### config.mk
export PLATFORM = sky130hd
export DESIGN_NAME = periodic_task_timer_bank
export DESIGN_NICKNAME = d
export VERILOG_FILES = /design/src/hw/rtl/ptt_pkg.sv /design/src/hw/rtl/ptt_slot_mem.sv /design/src/hw/rtl/periodic_task_timer_bank.sv
export SDC_FILE = /design/constraint.sdc
export NUM_CORES = 2
export LEC_CHECK = 0
export BUFFER_PORTS_ARGS = -buffer_cell sky130_fd_sc_hd__buf_4
export CAP_MARGIN = 20
export CORE_MARGIN = 3
export CORE_UTILIZATION = 55
export CTS_CLUSTER_SIZE = 10
export DETAILED_ROUTE_END_ITERATION = 6
export PLACE_DENSITY = 0.74
export SYNTH_ARGS = -nofsm -noshare
export SYNTH_HDL_FRONTEND = slang
export SYNTH_SLANG_ARGS = --single-unit
### constraint.sdc
create_clock -name clk -period 10.6 [get_ports clk]
set_input_delay 1.59 -clock clk [delete_from_list [all_inputs] [get_ports clk]]
set_output_delay 1.59 -clock clk [all_outputs]
set_load 0.01 [all_outputs]
### src/hw/rtl/ptt_pkg.sv
// Shared codes, widths and field layouts of the periodic task timer bank.
package ptt_pkg;

    localparam int OP_W     = 2;
    localparam int PERIOD_W = 31;
    localparam int HANDLE_W = 7;
    localparam int KIND_W   = 3;

    localparam int S_TDATA_W = 40;
    localparam int M_TDATA_W = 8;

    // Operation codes carried on s_tuser.
    localparam logic [OP_W-1:0] OP_TICK   = 2'd0;
    localparam logic [OP_W-1:0] OP_ADD    = 2'd1;
    localparam logic [OP_W-1:0] OP_SET    = 2'd2;
    localparam logic [OP_W-1:0] OP_UNUSED = 2'd3;

    // Result kinds carried on m_tuser.
    localparam logic [KIND_W-1:0] KIND_ADDED    = 3'd0;
    localparam logic [KIND_W-1:0] KIND_FULL     = 3'd1;
    localparam logic [KIND_W-1:0] KIND_SET_DONE = 3'd2;
    localparam logic [KIND_W-1:0] KIND_UNKNOWN  = 3'd3;
    localparam logic [KIND_W-1:0] KIND_DUE      = 3'd4;

    // Bit positions of the input fields inside s_tdata.
    localparam int IN_INTERVAL_LSB = 0;
    localparam int IN_HANDLE_LSB   = IN_INTERVAL_LSB + PERIOD_W;
    localparam int IN_ACTIVE_LSB   = IN_HANDLE_LSB + HANDLE_W;

endpackage

### src/hw/rtl/ptt_slot_mem.sv
// Synchronous slot memory holding each slot's period and deadline.
module ptt_slot_mem #(
    parameter int DEPTH  = 16,
    parameter int ADDR_W = 4,
    parameter int DATA_W = 63
) (
    input  logic              clk,
    input  logic              wr_en,
    input  logic [ADDR_W-1:0] wr_addr,
    input  logic [DATA_W-1:0] wr_data,
    input  logic              rd_en,
    input  logic [ADDR_W-1:0] rd_addr,
    output logic [DATA_W-1:0] rd_data
);

    logic [DATA_W-1:0] mem [DEPTH];

    always_ff @(posedge clk)
    begin
        if (wr_en)
        begin
            mem[wr_addr] <= wr_data;
        end
    end

    // Read data is registered and holds while no read is issued.
    always_ff @(posedge clk)
    begin
        if (rd_en)
        begin
            rd_data <= mem[rd_addr];
        end
    end

endmodule

### src/hw/rtl/periodic_task_timer_bank.sv
// Top level of the periodic task timer bank: control sequencer, slot state and output register.
//
// The block holds SLOT_COUNT periodic timer slots. Each transaction on the slave side is one
// command: a tick advances the time counter by one and then reports every active slot whose
// deadline has been reached, in ascending handle order, with tlast on the final report; an add
// takes the next free slot (inactive, with the given interval) and answers with its handle or a
// full indication; a set changes one slot's enable, and only a change from inactive to active
// reloads its deadline to now plus interval. Deadlines are compared wrap-safe: a slot is due when
// the signed difference now minus deadline is not negative. Periods and deadlines live in a
// single-port-read, single-port-write memory with a registered read port; the enables sit in
// flip-flops. Commands are handled one at a time. After its transaction an add keeps the slave
// side closed until the output register is free; a set does the same after it has checked the
// handle and, for a known handle, read the slot. A tick keeps the side closed while the scan
// reads one slot from the memory per cycle unless stalled, overlapping the read of the next
// slot with the compare and write-back of the current one, then evaluates the last slot, sees
// that the scan is done and hands over the final report, if any. A consumer that stalls the
// master side stretches the scan. A result waiting in the output register does not block
// acceptance of the next command. After reset the block is ready at once; no memory clearing
// pass is needed because a slot is always written by its add before any read.
module periodic_task_timer_bank #(
    parameter int SLOT_COUNT = 16,
    parameter int TIME_BITS  = 32
) (
    input  logic                           clk,
    input  logic                           rst_n,
    // Slave side.
    input  logic                           s_tvalid,
    output logic                           s_tready,
    // s_tdata: interval [30:0], handle [37:31], active_value [38], zero fill [39].
    input  logic [ptt_pkg::S_TDATA_W-1:0]  s_tdata,
    // s_tuser: operation [1:0].
    input  logic [ptt_pkg::OP_W-1:0]       s_tuser,
    // Master side.
    output logic                           m_tvalid,
    input  logic                           m_tready,
    // m_tdata: handle_res [6:0], zero fill [7].
    output logic [ptt_pkg::M_TDATA_W-1:0]  m_tdata,
    // m_tuser: kind [2:0].
    output logic [ptt_pkg::KIND_W-1:0]     m_tuser,
    output logic                           m_tlast
);

    import ptt_pkg::*;

    localparam int CNT_W   = $clog2(SLOT_COUNT + 1);
    localparam int SLOT_IW = (SLOT_COUNT > 1) ? $clog2(SLOT_COUNT) : 1;
    localparam int SUM_W   = (TIME_BITS > PERIOD_W) ? TIME_BITS : PERIOD_W;
    localparam int ENTRY_W = PERIOD_W + TIME_BITS;

    typedef enum logic [5:0] {
        ST_IDLE    = 6'b000001,
        ST_ADD     = 6'b000010,
        ST_SET_CHK = 6'b000100,
        ST_SET_UPD = 6'b001000,
        ST_SCAN    = 6'b010000,
        ST_FLUSH   = 6'b100000
    } state_t;

    state_t                 state_reg, state_next;
    logic [TIME_BITS-1:0]   time_reg, time_next;
    logic [CNT_W-1:0]       used_reg, used_next;
    logic [SLOT_COUNT-1:0]  enable_reg, enable_next;

    // Latched command payload.
    logic [PERIOD_W-1:0]    interval_reg, interval_next;
    logic [HANDLE_W-1:0]    hdl_reg, hdl_next;
    logic                   act_reg, act_next;

    // Scan pipeline: one slot read while the previous one is evaluated.
    logic [CNT_W-1:0]       scan_idx_reg, scan_idx_next;
    logic                   eval_valid_reg, eval_valid_next;
    logic [SLOT_IW-1:0]     eval_idx_reg, eval_idx_next;

    // The most recent due slot is held back until it is known whether it is the last one.
    logic                   pend_valid_reg, pend_valid_next;
    logic [HANDLE_W-1:0]    pend_handle_reg, pend_handle_next;

    logic                   out_valid_reg, out_valid_next;
    logic [KIND_W-1:0]      out_kind_reg, out_kind_next;
    logic [HANDLE_W-1:0]    out_handle_reg, out_handle_next;
    logic                   out_last_reg, out_last_next;

    logic                   mem_wr_en;
    logic [SLOT_IW-1:0]     mem_wr_addr;
    logic [ENTRY_W-1:0]     mem_wr_data;
    logic                   mem_rd_en;
    logic [SLOT_IW-1:0]     mem_rd_addr;
    logic [ENTRY_W-1:0]     mem_rd_data;

    logic [PERIOD_W-1:0]    rd_period;
    logic [TIME_BITS-1:0]   rd_deadline;
    logic [SUM_W-1:0]       reload_sum;
    logic [TIME_BITS-1:0]   reload_deadline;
    logic [TIME_BITS-1:0]   due_diff;
    logic                   slot_due;

    logic                   out_free;
    logic                   push;
    logic [KIND_W-1:0]      push_kind;
    logic [HANDLE_W-1:0]    push_handle;
    logic                   push_last;

    logic                   in_accept;
    logic                   scan_issue;
    logic                   scan_hit;
    logic                   scan_stall;
    logic                   set_handle_ok;
    logic [SLOT_IW-1:0]     set_slot;

    ptt_slot_mem #(
        .DEPTH  (SLOT_COUNT),
        .ADDR_W (SLOT_IW),
        .DATA_W (ENTRY_W)
    ) u_slot_mem (
        .clk     (clk),
        .wr_en   (mem_wr_en),
        .wr_addr (mem_wr_addr),
        .wr_data (mem_wr_data),
        .rd_en   (mem_rd_en),
        .rd_addr (mem_rd_addr),
        .rd_data (mem_rd_data)
    );

    // Memory entry layout: deadline in the low bits, period above it.
    assign rd_deadline     = mem_rd_data[TIME_BITS-1:0];
    assign rd_period       = mem_rd_data[ENTRY_W-1:TIME_BITS];
    assign reload_sum      = SUM_W'(time_reg) + SUM_W'(rd_period);
    assign reload_deadline = reload_sum[TIME_BITS-1:0];
    assign due_diff        = time_reg - rd_deadline;
    assign slot_due        = ~due_diff[TIME_BITS-1];

    assign s_tready  = (state_reg == ST_IDLE);
    assign in_accept = s_tvalid & s_tready;
    assign out_free  = ~out_valid_reg | m_tready;

    assign scan_issue    = (scan_idx_reg != used_reg);
    assign scan_hit      = eval_valid_reg & enable_reg[eval_idx_reg] & slot_due;
    assign scan_stall    = scan_hit & pend_valid_reg & ~out_free;
    assign set_handle_ok = (hdl_reg != '0) && (hdl_reg <= HANDLE_W'(used_reg));
    assign set_slot      = SLOT_IW'(hdl_reg - HANDLE_W'(1));

    always_comb
    begin
        state_next       = state_reg;
        time_next        = time_reg;
        used_next        = used_reg;
        enable_next      = enable_reg;
        interval_next    = interval_reg;
        hdl_next         = hdl_reg;
        act_next         = act_reg;
        scan_idx_next    = scan_idx_reg;
        eval_valid_next  = eval_valid_reg;
        eval_idx_next    = eval_idx_reg;
        pend_valid_next  = pend_valid_reg;
        pend_handle_next = pend_handle_reg;

        mem_wr_en   = 1'b0;
        mem_wr_addr = eval_idx_reg;
        mem_wr_data = {rd_period, reload_deadline};
        mem_rd_en   = 1'b0;
        mem_rd_addr = scan_idx_reg[SLOT_IW-1:0];

        push        = 1'b0;
        push_kind   = KIND_DUE;
        push_handle = pend_handle_reg;
        push_last   = 1'b0;

        unique case (state_reg)
            ST_IDLE:
            begin
                if (in_accept)
                begin
                    interval_next = s_tdata[IN_INTERVAL_LSB +: PERIOD_W];
                    hdl_next      = s_tdata[IN_HANDLE_LSB +: HANDLE_W];
                    act_next      = s_tdata[IN_ACTIVE_LSB];
                    unique case (s_tuser)
                        OP_TICK:
                        begin
                            time_next       = time_reg + TIME_BITS'(1);
                            scan_idx_next   = '0;
                            eval_valid_next = 1'b0;
                            pend_valid_next = 1'b0;
                            state_next      = ST_SCAN;
                        end
                        OP_ADD:
                        begin
                            state_next = ST_ADD;
                        end
                        OP_SET:
                        begin
                            state_next = ST_SET_CHK;
                        end
                        OP_UNUSED:
                        begin
                            state_next = ST_IDLE;
                        end
                        default:
                        begin
                            state_next = ST_IDLE;
                        end
                    endcase
                end
            end

            ST_ADD:
            begin
                if (out_free)
                begin
                    push      = 1'b1;
                    push_last = 1'b1;
                    if (used_reg == CNT_W'(SLOT_COUNT))
                    begin
                        push_kind   = KIND_FULL;
                        push_handle = '0;
                    end
                    else
                    begin
                        // New slot starts inactive with a zero deadline.
                        mem_wr_en   = 1'b1;
                        mem_wr_addr = used_reg[SLOT_IW-1:0];
                        mem_wr_data = {interval_reg, {TIME_BITS{1'b0}}};
                        enable_next[used_reg[SLOT_IW-1:0]] = 1'b0;
                        used_next   = used_reg + CNT_W'(1);
                        push_kind   = KIND_ADDED;
                        push_handle = HANDLE_W'(used_reg) + HANDLE_W'(1);
                    end
                    state_next = ST_IDLE;
                end
            end

            ST_SET_CHK:
            begin
                if (set_handle_ok)
                begin
                    mem_rd_en   = 1'b1;
                    mem_rd_addr = set_slot;
                    state_next  = ST_SET_UPD;
                end
                else if (out_free)
                begin
                    push        = 1'b1;
                    push_kind   = KIND_UNKNOWN;
                    push_handle = hdl_reg;
                    push_last   = 1'b1;
                    state_next  = ST_IDLE;
                end
            end

            ST_SET_UPD:
            begin
                if (out_free)
                begin
                    // Only an inactive-to-active change reloads the deadline.
                    if (!enable_reg[set_slot] && act_reg)
                    begin
                        mem_wr_en   = 1'b1;
                        mem_wr_addr = set_slot;
                    end
                    enable_next[set_slot] = act_reg;
                    push        = 1'b1;
                    push_kind   = KIND_SET_DONE;
                    push_handle = hdl_reg;
                    push_last   = 1'b1;
                    state_next  = ST_IDLE;
                end
            end

            ST_SCAN:
            begin
                if (!scan_stall)
                begin
                    mem_rd_en       = scan_issue;
                    scan_idx_next   = scan_idx_reg + CNT_W'(scan_issue);
                    eval_valid_next = scan_issue;
                    eval_idx_next   = scan_idx_reg[SLOT_IW-1:0];
                    if (scan_hit)
                    begin
                        mem_wr_en = 1'b1;
                        // A later due slot exists, so the held one is not the last.
                        push             = pend_valid_reg;
                        pend_valid_next  = 1'b1;
                        pend_handle_next = HANDLE_W'(eval_idx_reg) + HANDLE_W'(1);
                    end
                    if (!scan_issue && !eval_valid_reg)
                    begin
                        state_next = ST_FLUSH;
                    end
                end
            end

            ST_FLUSH:
            begin
                if (!pend_valid_reg)
                begin
                    state_next = ST_IDLE;
                end
                else if (out_free)
                begin
                    push            = 1'b1;
                    push_last       = 1'b1;
                    pend_valid_next = 1'b0;
                    state_next      = ST_IDLE;
                end
            end

            default:
            begin
                state_next = ST_IDLE;
            end
        endcase
    end

    assign out_valid_next  = push | (out_valid_reg & ~m_tready);
    assign out_kind_next   = push ? push_kind   : out_kind_reg;
    assign out_handle_next = push ? push_handle : out_handle_reg;
    assign out_last_next   = push ? push_last   : out_last_reg;

    always_ff @(posedge clk or negedge rst_n)
    begin
        if (!rst_n)
        begin
            state_reg       <= ST_IDLE;
            time_reg        <= '0;
            used_reg        <= '0;
            enable_reg      <= '0;
            scan_idx_reg    <= '0;
            eval_valid_reg  <= 1'b0;
            pend_valid_reg  <= 1'b0;
            out_valid_reg   <= 1'b0;
        end
        else
        begin
            state_reg       <= state_next;
            time_reg        <= time_next;
            used_reg        <= used_next;
            enable_reg      <= enable_next;
            scan_idx_reg    <= scan_idx_next;
            eval_valid_reg  <= eval_valid_next;
            pend_valid_reg  <= pend_valid_next;
            out_valid_reg   <= out_valid_next;
        end
    end

    always_ff @(posedge clk)
    begin
        interval_reg    <= interval_next;
        hdl_reg         <= hdl_next;
        act_reg         <= act_next;
        eval_idx_reg    <= eval_idx_next;
        pend_handle_reg <= pend_handle_next;
        out_kind_reg    <= out_kind_next;
        out_handle_reg  <= out_handle_next;
        out_last_reg    <= out_last_next;
    end

    assign m_tvalid = out_valid_reg;
    assign m_tdata  = {1'b0, out_handle_reg};
    assign m_tuser  = out_kind_reg;
    assign m_tlast  = out_last_reg;

endmodule

Word level (Yosys, flattened, before mapping)

Memory sizes are Yosys's and may differ from the RTL's. A register that Yosys moved wholly into a read port is not among the register bits.
Index checks and enable logic that the tools add are counted.

Memories kept: 1
Bits in registers: 128
Word-level logic and storage cells: 163
Input port bits: 46
Memory bits (writable): 1008
Output and inout port bits: 14

Equality and inequality tests: 19
Reductions and logical operators: 23
Order comparisons: 6
Mux-type cells: 74
Add/sub/neg operators: 8
Bitwise logic cells: 16

Memories:

| name           | depth | bits a word | rd ports | clocked after memory_dff | write ports | RTL line           | text |
|---|---|---|---|---|---|---|---|
| u_slot_mem.mem | 16    | 63          | 1        | 1                        | 1           | ptt_slot_mem.sv:16 | `logic [DATA_W-1:0] mem [DEPTH];` |

Operators by type and width:

| operator                                                                      | number |
|---|---|
| 63-bit 2-to-1 mux                                                             | 3 |
| 16-bit 2-to-1 mux                                                             | 3 |
| 6-bit 2-to-1 mux                                                              | 7 |
| 32-bit by 1-bit adder with 32-bit output (second input constant)              | 1 |
| 32-bit by 31-bit adder with 32-bit output                                     | 1 |
| 16-bit one-hot mux with 2 select lines                                        | 1 |
| 32-bit subtractor                                                             | 1 |
| 6-bit one-hot mux with 5 select lines                                         | 1 |
| 1-bit 2-to-1 mux                                                              | 27 |
| 4-bit 2-to-1 mux                                                              | 6 |
| 6-bit one-hot mux with 4 select lines                                         | 1 |
| 7-bit 2-to-1 mux                                                              | 3 |
| 7-bit one-hot mux with 3 select lines                                         | 1 |
| 16-bit bitwise AND                                                            | 1 |
| 16-bit bitwise mux                                                            | 1 |
| 16-bit NOT                                                                    | 1 |
| 4-bit by 5-bit less-than comparator with 1-bit output (second input constant) | 3 |
| 5-bit 2-to-1 mux                                                              | 3 |
| 3-bit 2-to-1 mux                                                              | 4 |
| 2-bit inequality test (second input constant)                                 | 6 |
| 3-bit AND reduction                                                           | 4 |
| 5-bit one-hot mux with 2 select lines                                         | 1 |
| 1-bit one-hot mux with 3 select lines                                         | 3 |
| 3-bit one-hot mux with 3 select lines                                         | 1 |
| 36 further kinds                                                              | 62 |

Depth between registers and ports, before layout

Depth after elaboration: 10
Mapped depth: 14

Hierarchy

From an unflattened synthesis, not the netlist that was laid out.

Cells, all modules: 2584
Area total of the unflattened synthesis: 48501.5 um^2

By module, submodules not included:

| module                   | area an instance (um^2) | instances | cells each |
|---|---|---|---|
| ptt_slot_mem             | 39620.5                 | 1         | 1622 |
| periodic_task_timer_bank | 8881.0                  | 1         | 962 |

Worst setup path before layout

No wires, ideal clock.

Path kind: input -> register
Start: input port m_tready
End: memory u_slot_mem.mem[12][0] (enable)
Path slack: 613 ps
Setup time: 662 ps
Data required time: 9938 ps
Arrival time: 9325 ps
Cell stages on the path: 8
Cells stage by stage: nor2b_1 -> clkbuf_1 -> a31oi_1 -> o21ai_0 -> a22oi_1 -> o21a_1 -> or2_1 -> nor4b_1

Word-level cells in the longest chain between the ends: 7
Elaborated cells on any way between the ends: 12

Ends and longest elaborated chain:

| item                                   | RTL line                        | text |
|---|---|---|
| start: declaration                     | periodic_task_timer_bank.sv:35  | `input logic m_tready,` |
| 1-bit bitwise OR (*)                   | periodic_task_timer_bank.sv:134 | `assign out_free = ~out_valid_reg \| m_tready;` |
| 1-bit NOT                              | periodic_task_timer_bank.sv:138 | `assign scan_stall = scan_hit & pend_valid_reg & ~out_free;` |
| 1-bit bitwise AND                      | periodic_task_timer_bank.sv:138 |  |
| 1-bit 2-to-1 mux                       | periodic_task_timer_bank.sv:270 | `if (!scan_stall)` |
| 1-bit one-hot mux with 3 select lines  | periodic_task_timer_bank.sv:168 | `unique case (state_reg)` |
| 1-bit 2-to-1 mux                       | ptt_slot_mem.sv:20              | `if (wr_en)` |
| 1-bit 2-to-1 mux (implied by the code) | ptt_slot_mem.sv:22              | `mem[wr_addr] <= wr_data;` |
| end: declaration                       | ptt_slot_mem.sv:16              |  |

Mark *: on every way between the ends. The rest lies on a longest branch, timed or not.

Worst setup path in the final report

Start: register hdl_reg[0]
End: memory u_slot_mem.mem[4][56] (enable)

Word-level cells in the longest chain between the ends: 10
Elaborated cells on any way between the ends: 13

Ends and longest elaborated chain:

| item                                            | RTL line                        | text |
|---|---|---|
| start: declaration                              | periodic_task_timer_bank.sv:66  | `logic [HANDLE_W-1:0] hdl_reg, hdl_next;` |
| start signal: assignment                        | periodic_task_timer_bank.sv:347 | `hdl_reg <= hdl_next;` |
| 4-bit by 1-bit subtractor with 4-bit output (*) | periodic_task_timer_bank.sv:140 | `assign set_slot = SLOT_IW'(hdl_reg - HANDLE_W'(1));` |
| 1-bit binary-select mux with 4-bit select       | periodic_task_timer_bank.sv:254 | `if (!enable_reg[set_slot] && act_reg)` |
| 1-bit 2-to-1 mux (implied by the code)          | periodic_task_timer_bank.sv:254 |  |
| 1-bit logical NOT                               | periodic_task_timer_bank.sv:254 |  |
| 1-bit logical AND                               | periodic_task_timer_bank.sv:254 |  |
| 1-bit 2-to-1 mux                                | periodic_task_timer_bank.sv:254 |  |
| 1-bit 2-to-1 mux                                | periodic_task_timer_bank.sv:251 | `if (out_free)` |
| 1-bit one-hot mux with 3 select lines           | periodic_task_timer_bank.sv:168 |  |
| 1-bit 2-to-1 mux                                | ptt_slot_mem.sv:20              |  |
| 1-bit 2-to-1 mux (implied by the code)          | ptt_slot_mem.sv:22              |  |

Mark *: on every way between the ends. The rest lies on a longest branch, timed or not. The select of a mux whose other input is x is not followed.

==> reports/results.tsv <==
metric	value	unit
Cells after Synth	3079	
largest area contributor in the netlist	edfxtp_1	
core area	88800	um2
Max stage delay on crit path	0.84	ns
setup repair after global routing missed its margin	false	
CTS sink cnt	1197	
Clk Latency, worst-skew pair	0.72	ns
CTS buffer count	139	
outcome	finished clean	
Worst path most repeated cell	mux4_2	
post-cts hold buffer count	0	
DR vias/cell	6.43	
share of cells above drive strength 1	10.4	%
initial antenna violation count	0	
Critical Path Start Type	flip-flop	
critical-path maximum fanout	35	
Die Width	306	um
LEAKAGE	0.0212	uW
Total Power	13200	uW
CTS tree	yes	
DRC Markers	0	
setup skew after layout	0.0304	ns
Distinct cells, synth	82	
cell with the most instances after synthesis	edfxtp_1	
# Post-CTS Setup Buffers	0	
GRT Resource Usage Total	25.3	%
max-slew violation count	0	
std cell rows	109	
metal2 WL	57900	um
io pins	60	
top cells by count, synth	edfxtp_1 (1,130), mux2i_1 (514), o22ai_1 (256)	
first-pass GRT wire length	177000	um
Starting DRT DRC Count	3172	
Mapped Area	49500	um2
Post-CTS Resized	0	
type of destination of the critical path	flip-flop	
Rel. slew slack	24.7	%
syn_nets	3205	
vias in the first global route	28200	
RePlAce Congestion	0.903	
clock transition at the registers of the reported paths	0.06	ns
sequential share of the synthesized area	72.0	%
met3 routed WL	9790	um
TNS Setup	0	ns
layout net count	3324	
max reg flops	1008	
H-tree lvl count	4	
total wire length	119000	um
port bufs	57	
Starting Density	55.7	%
Final HPWL DP	62600	um
CP max stage cell	and4b_4	
period utilisation layout	55.0	%
max cap viols	0	
number of flops mapped to enable cells by yosys	1130	
Die Y	306	um
syn_area_per_cell	16.1	um2
final instance area	55200	um2
Post-synth ARST share	5.60	%
Main synth FF type	edfxtp_1	
clk buf depth	3	
largest net degree at the start of global routing	135	
fmax	0.171	GHz
clock root cell	clkbuf_16	
vias post-DR	28500	
M1 WL	48000	um
final hold vios	0	
Slew @ Worst Pin	1.13	ns
area delta synth->final	11.7	%
gr ovfl total	0	
Min-Delay Path Class	flip-flop to flip-flop	
die area	93600	um2
most area-consuming cells after synthesis	edfxtp_1 (69%), mux2i_1 (10%), dfrtp_1 (3.3%)	
final setup fails	0	
Initial DRT Pass Iterations	5	
critical path, cell by cell	inv_1 > ha_1 > mux4_2 > mux4_2 > nor2_2 > nand2_1 > mux2i_1 > and4b_4 > buf_4	
Post-DP Area	51200	um2
WL per Instance	27.0	um
fin crit period	5.83	ns
power per cell area	239	nW/um2
Peak VDD IR	0.187	mV
flops & latches, synth	1197	
Synth top area share	68.6	%
Worst Path Required	10.93	ns
CP arrival	6.17	ns
final hold slack	0.518	ns
critical path class	flip-flop to flip-flop	
uppermost layer routed	met4	
Synth Warn #	0	
Antenna Violating Nets Remaining	0	
cells in the final DEF (no fill, tap or decap), drive strengths merged, types with 66 or more instances in the layout:
cell type and n:
nand2 210, o21ai 68, ha 79, o22ai 256
edfxtp 1130, or4 66, buf 118, clkbuf 190
mux2i 516, dfrtp 66, nor2 94
area by class of cell:
type                            instances  area (um2)
Inverter                               52         195
Multi-Input combinational cell       1690       13100
Clock buffer                          190        3880
Timing Repair Buffer                  118         938
Antenna cell                            1        2.50
Clock inverter                         10         108
Sequential cell                      1197       35600
Fill cell                            6125       33500
Tap cell                             1165        1460
final timing paths:
kind / slack, ns / depth (start not counted) / start / to
max in group asynchronous: 8.95 / 1 / rst_n / time_reg[21]
min: 0.52 / 2 / enable_reg[3] / enable_reg[3]
max reg2reg: 4.77 / 9 / hdl_reg[0] / u_slot_mem.mem[4][56]
min in group asynchronous: 1.00 / 1 / rst_n / state_reg[3]
min reg2reg: 0.52 / 2 / enable_reg[3] / enable_reg[3]
max: 4.77 / 9 / hdl_reg[0] / u_slot_mem.mem[4][56]
power by group:
part           switching (uW)  internal, uW
registers                 167          5850
logic                    1900          1040
clock network            1720          2540
total                    3790          9430
metrics by stage:
stage,cells,setup WS (ns),util (%)
floorplan,3079,0.613,-
global placement,4219,4.60,57.7
detailed placement,4219,4.54,57.7
CTS,4419,4.82,62.2
global route,4422,4.59,62.2
finish,4423,4.77,62.2
logic make-up after synthesis:
| group | share of synthesized area, % |
|---|---|
| flip-flops | 72.0 |
| AND/OR/NAND/NOR | 5.57 |
| multiplexers | 11.0 |
| AO/OA/AOI/OAI | 6.16 |
| buffers and inverters | 2.04 |
| adder cells (fa/ha/maj) | 2.04 |
| XOR/XNOR | 1.25 |
| other | 0.00758 |
routing by layer:
layer | vias to the layer above | global-route usage (%)
met4 | 0 | 9.28
met5 | - | 0
met1 | 14400 | 34.7
li1 | 12300 | -
met2 | 1433 | 41.2
met3 | 254 | 4.37
worst max-delay path: cells and delay by family (launching register included):
family | cells | cell delay [ns]
flip-flops | 1 | 0.74
AND/OR/NAND/NOR | 3 | 1.14
adder cells (fa/ha/maj) | 1 | 0.58
buffers and inverters | 2 | 1.03
multiplexers | 3 | 1.88
No activity file was read; power rests on OpenSTA's default activity.
